--- src/design/ptb_pkg.sv ---
// Package for the periodic timer bank: sizes, opcodes, request/response
// payload structs and the slot entry layout. No dependencies.
package ptb_pkg;

  localparam int NUM_SLOTS   = 16;
  localparam int TIME_BITS   = 48;
  localparam int MAX_RESULTS = 16;
  localparam int PERIOD_BITS = 32;
  localparam int SLOT_BITS   = 4;
  localparam int IDX_W       = (NUM_SLOTS > 1) ? $clog2(NUM_SLOTS) : 1;
  localparam int CNT_W       = $clog2(MAX_RESULTS + 1);
  localparam int CMP_W       = (TIME_BITS > PERIOD_BITS) ? TIME_BITS : PERIOD_BITS;

  typedef enum logic [1:0] {
    OP_ADD    = 2'd0,
    OP_REMOVE = 2'd1,
    OP_POLL   = 2'd2
  } op_t;

  typedef struct packed {
    logic [1:0]             opcode;
    logic [SLOT_BITS-1:0]   slot;
    logic [PERIOD_BITS-1:0] period;
    logic                   repeat_flag;
    logic                   run_now_flag;
    logic                   auto_delete_flag;
    logic [TIME_BITS-1:0]   now_time;
  } req_t;

  typedef struct packed {
    logic [SLOT_BITS-1:0] fired_slot;
    logic                 fired;
    logic                 last;
  } rsp_t;

  typedef struct packed {
    logic auto_del;
    logic run_now;
    logic rep;
  } modes_t;

  typedef struct packed {
    logic [PERIOD_BITS-1:0] period;
    logic [TIME_BITS-1:0]   expiry;
    modes_t                 modes;
    logic                   called;
  } entry_t;

  // Outcome of one slot visit, handed from the expiry stages to the sequencer.
  typedef struct packed {
    logic             valid;
    logic [IDX_W-1:0] idx;
    logic             last;
    logic             emit;
    logic             kill;
    entry_t           wr;
  } dec_t;

endpackage

--- src/design/ptb_slot_ram.sv ---
// Slot entry memory: one write port, one registered read port.
// Depends on ptb_pkg for the entry layout and depth.
module ptb_slot_ram
  import ptb_pkg::*;
(
  input  logic             clk,
  input  logic             we,
  input  logic [IDX_W-1:0] waddr,
  input  entry_t           wdata,
  input  logic             re,
  input  logic [IDX_W-1:0] raddr,
  output entry_t           rdata
);

  entry_t mem [NUM_SLOTS];

  always_ff @(posedge clk) begin
    if (we) begin
      mem[waddr] <= wdata;
    end
  end

  always_ff @(posedge clk) begin
    if (re) begin
      rdata <= mem[raddr];
    end
  end

endmodule

--- src/design/ptb_expiry.sv ---
// Expiry check for one slot entry over two stages: sums and differences are
// registered, then compares pick the re-armed expiry and the fire decision.
// Depends on ptb_pkg.
module ptb_expiry
  import ptb_pkg::*;
(
  input  logic                 clk,
  input  logic                 rst,
  input  logic                 adv,
  input  logic                 in_vld,
  input  logic [IDX_W-1:0]     in_idx,
  input  logic                 in_last,
  input  entry_t               rd,
  input  logic [TIME_BITS-1:0] now,
  output dec_t                 dec
);

  logic [TIME_BITS-1:0] pe;
  logic                 vld2;
  logic [IDX_W-1:0]     idx2;
  logic                 last2;
  logic [TIME_BITS-1:0] nxt, nxt2, ep, dold, dneg, expiry;
  logic [PERIOD_BITS-1:0] prd;
  logic                 zero;
  modes_t               modes;
  logic                 called;

  logic                 wrap, arm, expired, late, once, fire;
  logic [TIME_BITS-1:0] dsel, new_exp;

  assign pe = TIME_BITS'(rd.period);

  always_ff @(posedge clk) begin
    if (rst) begin
      vld2 <= 1'b0;
    end else if (adv) begin
      vld2 <= in_vld;
    end
  end

  always_ff @(posedge clk) begin
    if (adv) begin
      idx2   <= in_idx;
      last2  <= in_last;
      nxt    <= now + pe;
      nxt2   <= now + TIME_BITS'({rd.period, 1'b0});
      ep     <= rd.expiry + pe;
      dold   <= now - rd.expiry;
      dneg   <= TIME_BITS'(0) - pe;
      expiry <= rd.expiry;
      prd    <= rd.period;
      zero   <= rd.expiry == '0;
      modes  <= rd.modes;
      called <= rd.called;
    end
  end

  always_comb begin
    // wrap reset and first-poll arming both restart from now + period
    wrap    = nxt < expiry;
    arm     = zero || wrap;
    expired = arm ? (nxt <= now) : (expiry <= now);
    dsel    = arm ? dneg : dold;
    late    = CMP_W'(dsel) > CMP_W'(prd);
    if (!expired) begin
      new_exp = arm ? nxt : expiry;
    end else if (late) begin
      new_exp = nxt;
    end else begin
      new_exp = arm ? nxt2 : ep;
    end
    once = zero && modes.run_now && !called;
    fire = once || expired;

    dec.valid     = vld2;
    dec.idx       = idx2;
    dec.last      = last2;
    dec.emit      = fire && (modes.rep || !called);
    dec.kill      = fire && !modes.rep && modes.auto_del;
    dec.wr.period = prd;
    dec.wr.expiry = new_exp;
    dec.wr.modes  = modes;
    dec.wr.called = called || fire;
  end

endmodule

--- src/design/ptb_result.sv ---
// Response side: holds the newest fire until the next one (or the end of the
// poll) tells whether it is the last, and drives the response register.
// Depends on ptb_pkg.
module ptb_result
  import ptb_pkg::*;
(
  input  logic                 clk,
  input  logic                 rst,
  input  logic                 hit,
  input  logic [SLOT_BITS-1:0] hit_slot,
  input  logic                 fin,
  input  logic                 rsp_ready,
  output logic                 rsp_valid,
  output rsp_t                 rsp_data,
  output logic                 can_push,
  output logic                 pend_valid,
  output logic                 cap_ok
);

  logic [SLOT_BITS-1:0] pend_slot;
  logic [CNT_W-1:0]     cnt;

  assign can_push = !rsp_valid || rsp_ready;
  assign cap_ok   = 32'(cnt) < 32'(MAX_RESULTS);

  always_ff @(posedge clk) begin
    if (rst) begin
      rsp_valid  <= 1'b0;
      pend_valid <= 1'b0;
      cnt        <= '0;
    end else begin
      if (fin) begin
        rsp_valid  <= 1'b1;
        pend_valid <= 1'b0;
        cnt        <= '0;
      end else if (hit && pend_valid) begin
        rsp_valid <= 1'b1;
      end else if (rsp_ready) begin
        rsp_valid <= 1'b0;
      end
      if (hit) begin
        pend_valid <= 1'b1;
        cnt        <= cnt + CNT_W'(1);
      end
    end
  end

  always_ff @(posedge clk) begin
    if (fin) begin
      // close the poll: flush the held fire, or report an empty poll
      if (pend_valid) begin
        rsp_data <= '{fired_slot: pend_slot, fired: 1'b1, last: 1'b1};
      end else begin
        rsp_data <= '{fired_slot: '0, fired: 1'b0, last: 1'b1};
      end
    end else if (hit && pend_valid) begin
      rsp_data <= '{fired_slot: pend_slot, fired: 1'b1, last: 1'b0};
    end
    if (hit) begin
      pend_slot <= hit_slot;
    end
  end

endmodule

--- src/design/periodic_timer_bank.sv ---
// Channel   Direction  Payload  Handshake
// request   in         req_t    req_valid / req_ready
// response  out        rsp_t    rsp_valid / rsp_ready
//
// Add and remove requests write their slot when accepted. In a poll the slot
// memory's single read port visits one slot per cycle unless the scan is held,
// two expiry stages follow, and a closing state sends the final response.
// Reset frees every slot; slot entries need no clearing pass.
// A full response register stalls the scan only when a second fire arrives.
// Depends on ptb_pkg, ptb_slot_ram, ptb_expiry and ptb_result.
module periodic_timer_bank
  import ptb_pkg::*;
(
  input  logic clk,
  input  logic rst,
  input  logic req_valid,
  output logic req_ready,
  input  req_t req_data,
  output logic rsp_valid,
  input  logic rsp_ready,
  output rsp_t rsp_data
);

  typedef enum logic [2:0] {
    ST_IDLE = 3'b001,
    ST_SCAN = 3'b010,
    ST_FIN  = 3'b100
  } state_t;

  localparam logic [IDX_W-1:0] LAST_IDX = IDX_W'(NUM_SLOTS - 1);

  state_t               state, state_next;
  logic [NUM_SLOTS-1:0] slot_valid;
  logic [TIME_BITS-1:0] poll_time;
  logic [IDX_W-1:0]     rd_idx;
  logic                 issue_on;
  logic                 vld1;
  logic [IDX_W-1:0]     idx1;
  logic                 last1;

  entry_t           rd_entry;
  dec_t             dec;
  logic             req_acc, slot_ok, dec_live, hit, adv, fin, re;
  logic             can_push, pend_valid, cap_ok;
  logic             we;
  logic [IDX_W-1:0] waddr, req_idx;
  entry_t           wdata;

  assign req_ready = state == ST_IDLE;
  assign req_acc   = req_valid && req_ready;
  assign req_idx   = IDX_W'(req_data.slot);
  assign slot_ok   = 32'(req_data.slot) < 32'(NUM_SLOTS);
  assign dec_live  = dec.valid && slot_valid[dec.idx];
  assign hit       = dec_live && dec.emit && cap_ok;
  // hold the scan while a held fire cannot move into the response register
  assign adv       = !(hit && pend_valid && !can_push);
  assign fin       = (state == ST_FIN) && can_push;
  assign re        = adv && issue_on;

  always_comb begin
    we    = 1'b0;
    waddr = dec.idx;
    wdata = dec.wr;
    if (req_acc && req_data.opcode == OP_ADD && slot_ok) begin
      we    = 1'b1;
      waddr = req_idx;
      wdata = '{period: req_data.period,
                expiry: '0,
                modes:  '{auto_del: req_data.auto_delete_flag,
                          run_now:  req_data.run_now_flag,
                          rep:      req_data.repeat_flag},
                called: 1'b0};
    end else if (adv && dec_live) begin
      we = 1'b1;
    end
  end

  always_comb begin
    state_next = state;
    unique case (state)
      ST_IDLE: begin
        if (req_acc && req_data.opcode == OP_POLL) begin
          state_next = ST_SCAN;
        end
      end
      ST_SCAN: begin
        if (adv && dec.valid && dec.last) begin
          state_next = ST_FIN;
        end
      end
      ST_FIN: begin
        if (can_push) begin
          state_next = ST_IDLE;
        end
      end
      default: state_next = ST_IDLE;
    endcase
  end

  always_ff @(posedge clk) begin
    if (rst) begin
      state      <= ST_IDLE;
      slot_valid <= '0;
      issue_on   <= 1'b0;
      vld1       <= 1'b0;
    end else begin
      state <= state_next;
      if (req_acc && slot_ok) begin
        if (req_data.opcode == OP_ADD) begin
          slot_valid[req_idx] <= 1'b1;
        end else if (req_data.opcode == OP_REMOVE) begin
          slot_valid[req_idx] <= 1'b0;
        end
      end
      // drop a one-shot auto-delete slot once it has fired
      if (adv && dec_live && dec.kill) begin
        slot_valid[dec.idx] <= 1'b0;
      end
      if (req_acc && req_data.opcode == OP_POLL) begin
        issue_on <= 1'b1;
      end else if (re && rd_idx == LAST_IDX) begin
        issue_on <= 1'b0;
      end
      if (adv) begin
        vld1 <= issue_on;
      end
    end
  end

  always_ff @(posedge clk) begin
    if (req_acc && req_data.opcode == OP_POLL) begin
      poll_time <= req_data.now_time;
      rd_idx    <= '0;
    end else if (re) begin
      rd_idx <= rd_idx + IDX_W'(1);
    end
    if (adv) begin
      idx1  <= rd_idx;
      last1 <= rd_idx == LAST_IDX;
    end
  end

  ptb_slot_ram u_ram (
    .clk   (clk),
    .we    (we),
    .waddr (waddr),
    .wdata (wdata),
    .re    (re),
    .raddr (rd_idx),
    .rdata (rd_entry)
  );

  ptb_expiry u_expiry (
    .clk     (clk),
    .rst     (rst),
    .adv     (adv),
    .in_vld  (vld1),
    .in_idx  (idx1),
    .in_last (last1),
    .rd      (rd_entry),
    .now     (poll_time),
    .dec     (dec)
  );

  ptb_result u_result (
    .clk        (clk),
    .rst        (rst),
    .hit        (hit && adv),
    .hit_slot   (SLOT_BITS'(dec.idx)),
    .fin        (fin),
    .rsp_ready  (rsp_ready),
    .rsp_valid  (rsp_valid),
    .rsp_data   (rsp_data),
    .can_push   (can_push),
    .pend_valid (pend_valid),
    .cap_ok     (cap_ok)
  );

endmodule

--- config.mk ---
export PLATFORM = sky130hd
export DESIGN_NAME = periodic_timer_bank
export DESIGN_NICKNAME = d
export VERILOG_FILES = /design/src/design/ptb_pkg.sv /design/src/design/ptb_slot_ram.sv /design/src/design/ptb_expiry.sv /design/src/design/ptb_result.sv /design/src/design/periodic_timer_bank.sv
export SDC_FILE = /design/constraint.sdc
export NUM_CORES = 2
export LEC_CHECK = 0
export BUFFER_PORTS_ARGS = -buffer_cell sky130_fd_sc_hd__buf_4
export CORE_ASPECT_RATIO = 0.9
export CORE_MARGIN = 1
export CORE_UTILIZATION = 63
export DETAILED_ROUTE_END_ITERATION = 7
export MAX_ROUTING_LAYER = met4
export PLACE_DENSITY = 0.88
export SETUP_SLACK_MARGIN = 0.02
export SLEW_MARGIN = 20
export SYNTH_ARGS = -nofsm -noshare
export SYNTH_HDL_FRONTEND = slang
export SYNTH_SLANG_ARGS = --single-unit
--- constraint.sdc ---
create_clock -name clk -period 13.5 [get_ports clk]
set_clock_uncertainty 0.15 [all_clocks]
set_input_delay 1.35 -clock clk [delete_from_list [all_inputs] [get_ports clk]]
set_output_delay 1.35 -clock clk [all_outputs]
set_load 0.02 [all_outputs]
Word level (Yosys, flattened, before mapping)
Memory sizes are Yosys's and may differ from the RTL's. A register that Yosys moved wholly into a read port is not among the register bits.
Index checks and enable logic that the tools add are counted.
{ "word_totals": {"reg_bits": 426, "ram_bits": 1344, "output_inout_bits": 8, "elab_cells": 141, "memories": 1} }
{ "op_classes": {"addsub": 7, "magnitude_cmp": 9, "n_eq_ne": 9, "muxes": 39, "bitwise": 5, "n_reduce_logical": 41} }
{ "memory_table": {"columns": ["name", "depth", "width", "read_ports", "rd_ports_with_merged_regs", "write_ports", "line_no", "source"], "rows": [
  ["u_ram.mem", 16, 84, 1, 1, 1, "ptb_slot_ram.sv:15", "entry_t mem [NUM_SLOTS];"]
]} }
{ "ops": {"columns": ["cell", "n"], "rows": [
  ["$mux W48", 5],
  ["$add A48 B32 Y48", 2],
  ["$le A48 B48 Y1", 2],
  ["$mux W84", 1],
  ["$mux W16", 5],
  ["$add A48 B33 Y48", 1],
  ["$gt A48 B32 Y1", 1],
  ["$logic_not A48 Y1", 1],
  ["$lt A48 B48 Y1", 1],
  ["$sub A48 B48 Y48", 1],
  ["$sub A1 B32 Y33 const A", 1],
  ["$and A16 B16 Y16", 2],
  ["$not A16 Y16", 2],
  ["$logic_and A1 B1 Y1", 24],
  ["$mux W6", 3],
  ["$or A16 B16 Y16", 1],
  ["$mux W1", 15],
  ["$lt A4 B5 Y1 const B", 2],
  ["$mux W5", 2],
  ["$mux W3", 3],
  ["$pmux W3 S3", 1],
  ["$demux W1 S4", 2],
  ["$ge A4 B1 Y1 const B", 2],
  ["$reduce_bool A2 Y1", 3],
  ["18 further kinds", 27]
]} }

Depth between registers and ports, before layout
{ "depth": {"ltp_word": 15, "depth_mapped": 25, "ltp_nobuf": 20} }

By module
From an unflattened synthesis, not the netlist that was laid out.
{ "hier_totals": {"cells_unflattened": 5034, "hier_area_um2": 82341.5} }
{ "by_module_without_submodules": {"columns": ["module", "n_inst", "cells_each", "area_per_inst_um2", "seq_area_each_um2"], "rows": [
  ["ptb_slot_ram", 1, 2154, 52889.5, 42881.1],
  ["ptb_expiry", 1, 2494, 24880.1, 9449.1],
  ["periodic_timer_bank", 1, 334, 3921.3, 2092.0],
  ["ptb_result", 1, 52, 650.6, 440.4]
]} }

Least setup slack after synthesis
OpenSTA, ideal clock, no wires.
{ "synth_timing": {"path_kind": "register to register", "startpoint": "register poll_time[32]", "endpoint": "memory u_ram.mem[10][0] (netlist bit) (enable)", "arrival_time_ns": 8.686, "required_ns": 12.823, "setup_slack_ns": 4.136, "stages_incl_launch_ff": 14, "n_path_buf": 2, "path_cell_list": "edfxtp_1 > clkbuf_1 > clkbuf_1 > inv_1 > ha_1 > nand4_1 > or4_1 > a211oi_1 > a211oi_1 > nand3b_1 > o221ai_2 > nand2_4 > a21oi_1 > nor2_1"} }
{ "synth_via": {"elab_chain_len": 14, "word_cells_on_any_way": 15, "cone_classes": "order compare: 2; mux: 5; reduce/logical: 8"} }
{ "synth_lines": {"columns": ["element", "line_no", "source"], "rows": [
  ["start, declared", "periodic_timer_bank.sv:34", "logic [TIME_BITS-1:0] poll_time;"],
  ["start signal, assigned", "periodic_timer_bank.sv:132", "poll_time <= req_data.now_time;"],
  ["$le A48 B48 Y1", "ptb_expiry.sv:62", "expired = arm ? (nxt <= now) : (expiry <= now);"],
  ["$mux W1 (*)", "ptb_expiry.sv:62", null],
  ["$logic_or A1 B1 Y1 (*)", "ptb_expiry.sv:73", "fire = once || expired;"],
  ["$logic_and A1 B1 Y1 (*)", "ptb_expiry.sv:78", "dec.emit = fire && (modes.rep || !called);"],
  ["$logic_and A1 B1 Y1 (*) (2 in series)", "periodic_timer_bank.sv:54", "assign hit = dec_live && dec.emit && cap_ok;"],
  ["$logic_and A1 B1 Y1 (*) (2 in series)", "periodic_timer_bank.sv:56", "assign adv = !(hit && pend_valid && !can_push);"],
  ["$logic_not A1 Y1 (*)", "periodic_timer_bank.sv:56", null],
  ["$logic_and A1 B1 Y1 (*)", "periodic_timer_bank.sv:73", "end else if (adv && dec_live) begin"],
  ["$mux W1 (*)", "periodic_timer_bank.sv:73", null],
  ["$mux W1 (*)", "periodic_timer_bank.sv:64", "if (req_acc && req_data.opcode == OP_ADD && slot_ok) begin"],
  ["$mux W1 (*)", "ptb_slot_ram.sv:18", "if (we) begin"],
  ["$mux W1 (not written as such) (*)", "ptb_slot_ram.sv:19", "mem[waddr] <= wdata;"],
  ["end, declared", "ptb_slot_ram.sv:15", null]
]} }
Every way passes the cells marked *; elsewhere a longest branch is shown, timed or not.

Worst setup path in the final report
{ "layout_timing": {"startpoint": "register u_expiry.nxt[11]", "endpoint": "memory u_ram.mem[7][54] (netlist bit) (enable)"} }
{ "layout_via": {"elab_chain_len": 15, "word_cells_on_any_way": 16, "cone_classes": "order compare: 2; mux: 5; reduce/logical: 9"} }
{ "layout_lines": {"columns": ["element", "line_no", "source"], "rows": [
  ["start, declared", "ptb_expiry.sv:22", "logic [TIME_BITS-1:0] nxt, nxt2, ep, dold, dneg, expiry;"],
  ["start signal, assigned", "ptb_expiry.sv:45", "nxt <= now + pe;"],
  ["$lt A48 B48 Y1", "ptb_expiry.sv:60", "wrap = nxt < expiry;"],
  ["$logic_or A1 B1 Y1", "ptb_expiry.sv:61", "arm = zero || wrap;"],
  ["$mux W1 (*)", "ptb_expiry.sv:62", null],
  ["$logic_or A1 B1 Y1 (*)", "ptb_expiry.sv:73", null],
  ["$logic_and A1 B1 Y1 (*)", "ptb_expiry.sv:78", null],
  ["$logic_and A1 B1 Y1 (*) (2 in series)", "periodic_timer_bank.sv:54", null],
  ["$logic_and A1 B1 Y1 (*) (2 in series)", "periodic_timer_bank.sv:56", null],
  ["$logic_not A1 Y1 (*)", "periodic_timer_bank.sv:56", null],
  ["$logic_and A1 B1 Y1 (*)", "periodic_timer_bank.sv:73", null],
  ["$mux W1 (*)", "periodic_timer_bank.sv:73", null],
  ["$mux W1 (*)", "periodic_timer_bank.sv:64", null],
  ["$mux W1 (*)", "ptb_slot_ram.sv:18", null],
  ["$mux W1 (not written as such) (*)", "ptb_slot_ram.sv:19", null]
]} }
Marked as above.

==> flow_summary_export.csv <==
group,metric,value,unit
sta,hold_viol,0,
clock_tree,cts_buffers,177,
place,routabilityCongestion,1.04,
global_routing,grt_usage,36.8,%
routing,drc_errors,0,
layout,drive_gt1_share,18.9,%
yosys,syn_nets,5212,
global_routing,top_usage_layer,"met2",
sta,period_needed,7.39,ns
worst_setup_path,critical_path_required,13.81,ns
floorplanning,boundaryPins,101,
global_routing,use_met1,51.1,%
global_routing,use_met3,7.87,%
power_and_ir_drop,swShare,26.7,%
worst_setup_path,r2r_cells,16,
hold_path,hold_depth,0,
worst_setup_path,cp-start-kind,"register",
worst_setup_path,critical_path.max_fanout,60,
sta,setup_viol,0,
clock_tree,clockBufferDepth,3,
yosys,syn_area_per_cell,17.0,um2
clock_tree,post_cts_resized,0,
layout,nets,5411,
clock_tree,worstSkewPairLatency,0.85,ns
sta,slew_violations,0,
global_routing,overflow,0,
routing,via_per_inst,7.12,
sta,fmax,135,MHz
power_and_ir_drop,pwr-share-seq,47.1,%
worst_setup_path,worstPathCellList,"ha_1, a21oi_1, o21a_1, o21ai_0, o21a_1, a32oi_1, nor2b_4, buf_4, buf_4, o221ai_2, buf_4, nand2_8, a21oi_1, nor2_4, buf_4, buf_4",
floorplanning,die-area,131000,um2
yosys,synth_top_family_by_area,"multiplexers",
global_routing,antenna_found_initial,8,
power_and_ir_drop,p_leak,31.0,nW
sta,holdWs,0.269,ns
yosys,yosysSeqAreaShare,67.4,%
sta,rsz0062_at_grt,"no",
clock_tree,cts_tree,"built",
floorplanning,rows,124,
floorplanning,core-area,128000,um2
clock_tree,cts_root_buffer,"clkbuf_16",
worst_setup_path,critical_path_depth,16,
clock_tree,hold_buffers,0,
worst_setup_path,arrival,7.70,ns
worst_setup_path,critPathTopFamily,"buffers and inverters",
sta,fin_setup_tns,0,ns
routing,vias,48800,
power_and_ir_drop,vdd.ir_drop.worst,135,uV
worst_setup_path,cpMaxStageDelayCell,"nor2_4",
yosys,yosys.area_share.adder,5.04,%
routing,dr.first_iter.drc_count,7341,
routing,firstDrtPassIters,7,
power_and_ir_drop,p_clk_share,34.2,%
global_routing,grtUsageMet2,54.1,%
yosys,synth-simple-area-share,4.53,%
yosys,synth_ff_type,"edfxtp_1",
worst_setup_path,path_buf_inv,5,
hold_path,min_path_type,"reg2reg",
yosys,yosysWarningCount,0,
sta,setup_ws,6.11,ns
clock_tree,htreeDepth,4,
sta,maxSlewHeadroom,16.9,%
floorplanning,die_h,343,um
power_and_ir_drop,p_sw,3.91,mW
clock_tree,clock_sinks,1838,
worst_setup_path,critical-path-max-stage-delay,0.91,ns
yosys,netlist_instances,4794,
clock_tree,post-cts-setup-buffers,0,
yosys,synthMuxAreaShare,12.9,%
power_and_ir_drop,comb_power_share,18.7,%
yosys,synth_seq_cells,1838,
power_and_ir_drop,power,14.7,mW
worst_setup_path,crit_type,"reg2reg",
worst_setup_path,cpMostUsedCell,"buf_4",
yosys,syn_area,81300,um2
yosys,synth-xor-area-share,2.17,%
global_routing,grt_pass1_vias,47800,
job,cap_viol_max_count,0,
routing,routed_wl,232000,um
place,port_buffers,100,
yosys,synthArstFlopShare,0,%
yosys,synth_edf_count,1805,
clock_tree,clkTransAtPathRegs,0.07,ns
sta,post-route-period-util,54.7,%
place,dpl.hpwl,140000,um
global_routing,grt_pass1_wl,331000,um
layout,syn2layout_area_growth,11.0,%
power_and_ir_drop,powerDensity,163,nW/um2
place,dp_slack,6.29,ns
routing,wire_per_inst,33.8,um
routing,ant_nets,0,
global_routing,grt_max_degree,85,
sta,tightest_slew,1.23,ns
power_and_ir_drop,p_int,10.8,mW
yosys,synth_compound_area_share,6.08,%
worst_setup_path,crit_path_end_kind,"register",
floorplanning,initial_core_util,63.8,%
outcome,outcome,"finished clean",
yosys,synth_cell_types,82,
floorplanning,die_w,381,um
==> cell families after synthesis <==
logic type,after synthesis
multiplexers,510
adder cells (fa/ha/maj),325
buffers and inverters,402
AND/OR/NAND/NOR,732
AO/OA/AOI/OAI,785
XOR/XNOR,202
flip-flops,1838
==> flip-flops by register name (all words and copies together), names as in the netlist, 4 cells and up <==
| name | cells |
|---|---|
| u_expiry.idx2 | 4 |
| rd_idx | 4 |
| u_result.pend_slot | 4 |
| u_expiry.nxt2 | 48 |
| u_ram.rdata | 84 |
| idx1 | 4 |
| u_expiry.prd | 32 |
| u_expiry.nxt | 48 |
| slot_valid | 16 |
| u_expiry.dneg | 32 |
| u_result.cnt | 5 |
| u_expiry.expiry | 48 |
| u_expiry.dold | 48 |
| u_result.rsp_data | 6 |
| u_ram.mem | 1344 |
| u_expiry.ep | 48 |
| poll_time | 48 |
==> path summary, 6_finish.rpt <==
| check | startpoint | end | slack (ns) |
|---|---|---|---|
| worst max-delay path | u_expiry.nxt[11]$_DFFE_PN_ | u_ram.mem[7][54]$_DFFE_PP_ | 6.11 |
| worst min-delay path | last1$_DFFE_PN_ | u_expiry.last2$_DFFE_PN_ | 0.27 |
| worst max register to register | u_expiry.nxt[11]$_DFFE_PN_ | u_ram.mem[7][54]$_DFFE_PP_ | 6.11 |
| worst min register to register | last1$_DFFE_PN_ | u_expiry.last2$_DFFE_PN_ | 0.27 |
==> power groups by stage <==
stage | clock network [mW] | registers (mW) | logic [mW]
after global routing | 5.24 | 6.93 | 2.89
final | 5.02 | 6.92 | 2.74
after detailed placement | 0 | 7.02 | 2.66
after global placement | 0 | 7.01 | 2.56
after CTS | 5.04 | 6.91 | 2.72
after floorplan | 0 | 6.89 | 2.00
==> Yosys cell counts, drive strengths merged, types with 34 or more instances <==
cell	n	area, um2
o21a	77	578
mux4	425	9570
o21ai	192	961
nand2	196	743
nor4	34	228
edfxtp	1805	54200
nand3	53	270
nor2	166	631
nor3	60	300
ha	321	4020
xnor2	160	1400
nand2b	35	219
a21oi	232	1160
nand4	56	357
xor2	42	368
mux2i	53	531
clkbuf	123	462
buf	49	204
a21o	87	653
nor2b	34	213
a211oi	39	293
inv	230	863
==> stage by stage <==
step | std cells | util, % | cell area [um2]
2_1_floorplan | 4794 | - | 81300
6_report | 6844 | 70.8 | 90300
4_1_cts | 6840 | 70.8 | 90300
5_1_grt | 6843 | 70.8 | 90300
3_3_place_gp | 6514 | 66.2 | 84400
3_5_place_dp | 6515 | 66.2 | 84500
==> cell usage in the layout, fill, tap and decap left out, drive strengths merged, types with 22 or more instances in the layout <==
| cell | count |
|---|---|
| clkbuf | 207 |
| and3 | 31 |
| ha | 321 |
| buf | 192 |
| xor2 | 42 |
| inv | 240 |
| a211oi | 39 |
| a21o | 87 |
| a31oi | 22 |
| a21oi | 232 |
| dfxtp | 33 |
| nand2b | 35 |
| nand2 | 196 |
| nand3 | 53 |
| o21a | 77 |
| o21ai | 192 |
| nor4 | 34 |
| nor3 | 60 |
| nor2 | 166 |
| nor2b | 34 |
| nand4 | 56 |
| mux2i | 53 |
| xnor2 | 160 |
| edfxtp | 1805 |
| mux2 | 32 |
| mux4 | 425 |
| clkinv | 80 |
==> layer usage <==
| layer | share of wire [%] | wire, um |
|---|---|---|
| met3 | 14 | 32000 |
| met4 | 4.3 | 9890 |
| met5 | 0 | 0 |
| met2 | 45 | 105000 |
| met1 | 36 | 84500 |
==> layout make-up <==
class	instances	area [um2]
multi-input combinational	2554	25100
clock buffer	207	4610
clock inverter	118	1240
antenna	4	10.0
inverter	230	863
sequential	1838	54900
fill	7658	37200
timing repair buffer	192	1470
tap	1701	2130
No activity file was read; power rests on OpenSTA's default activity.
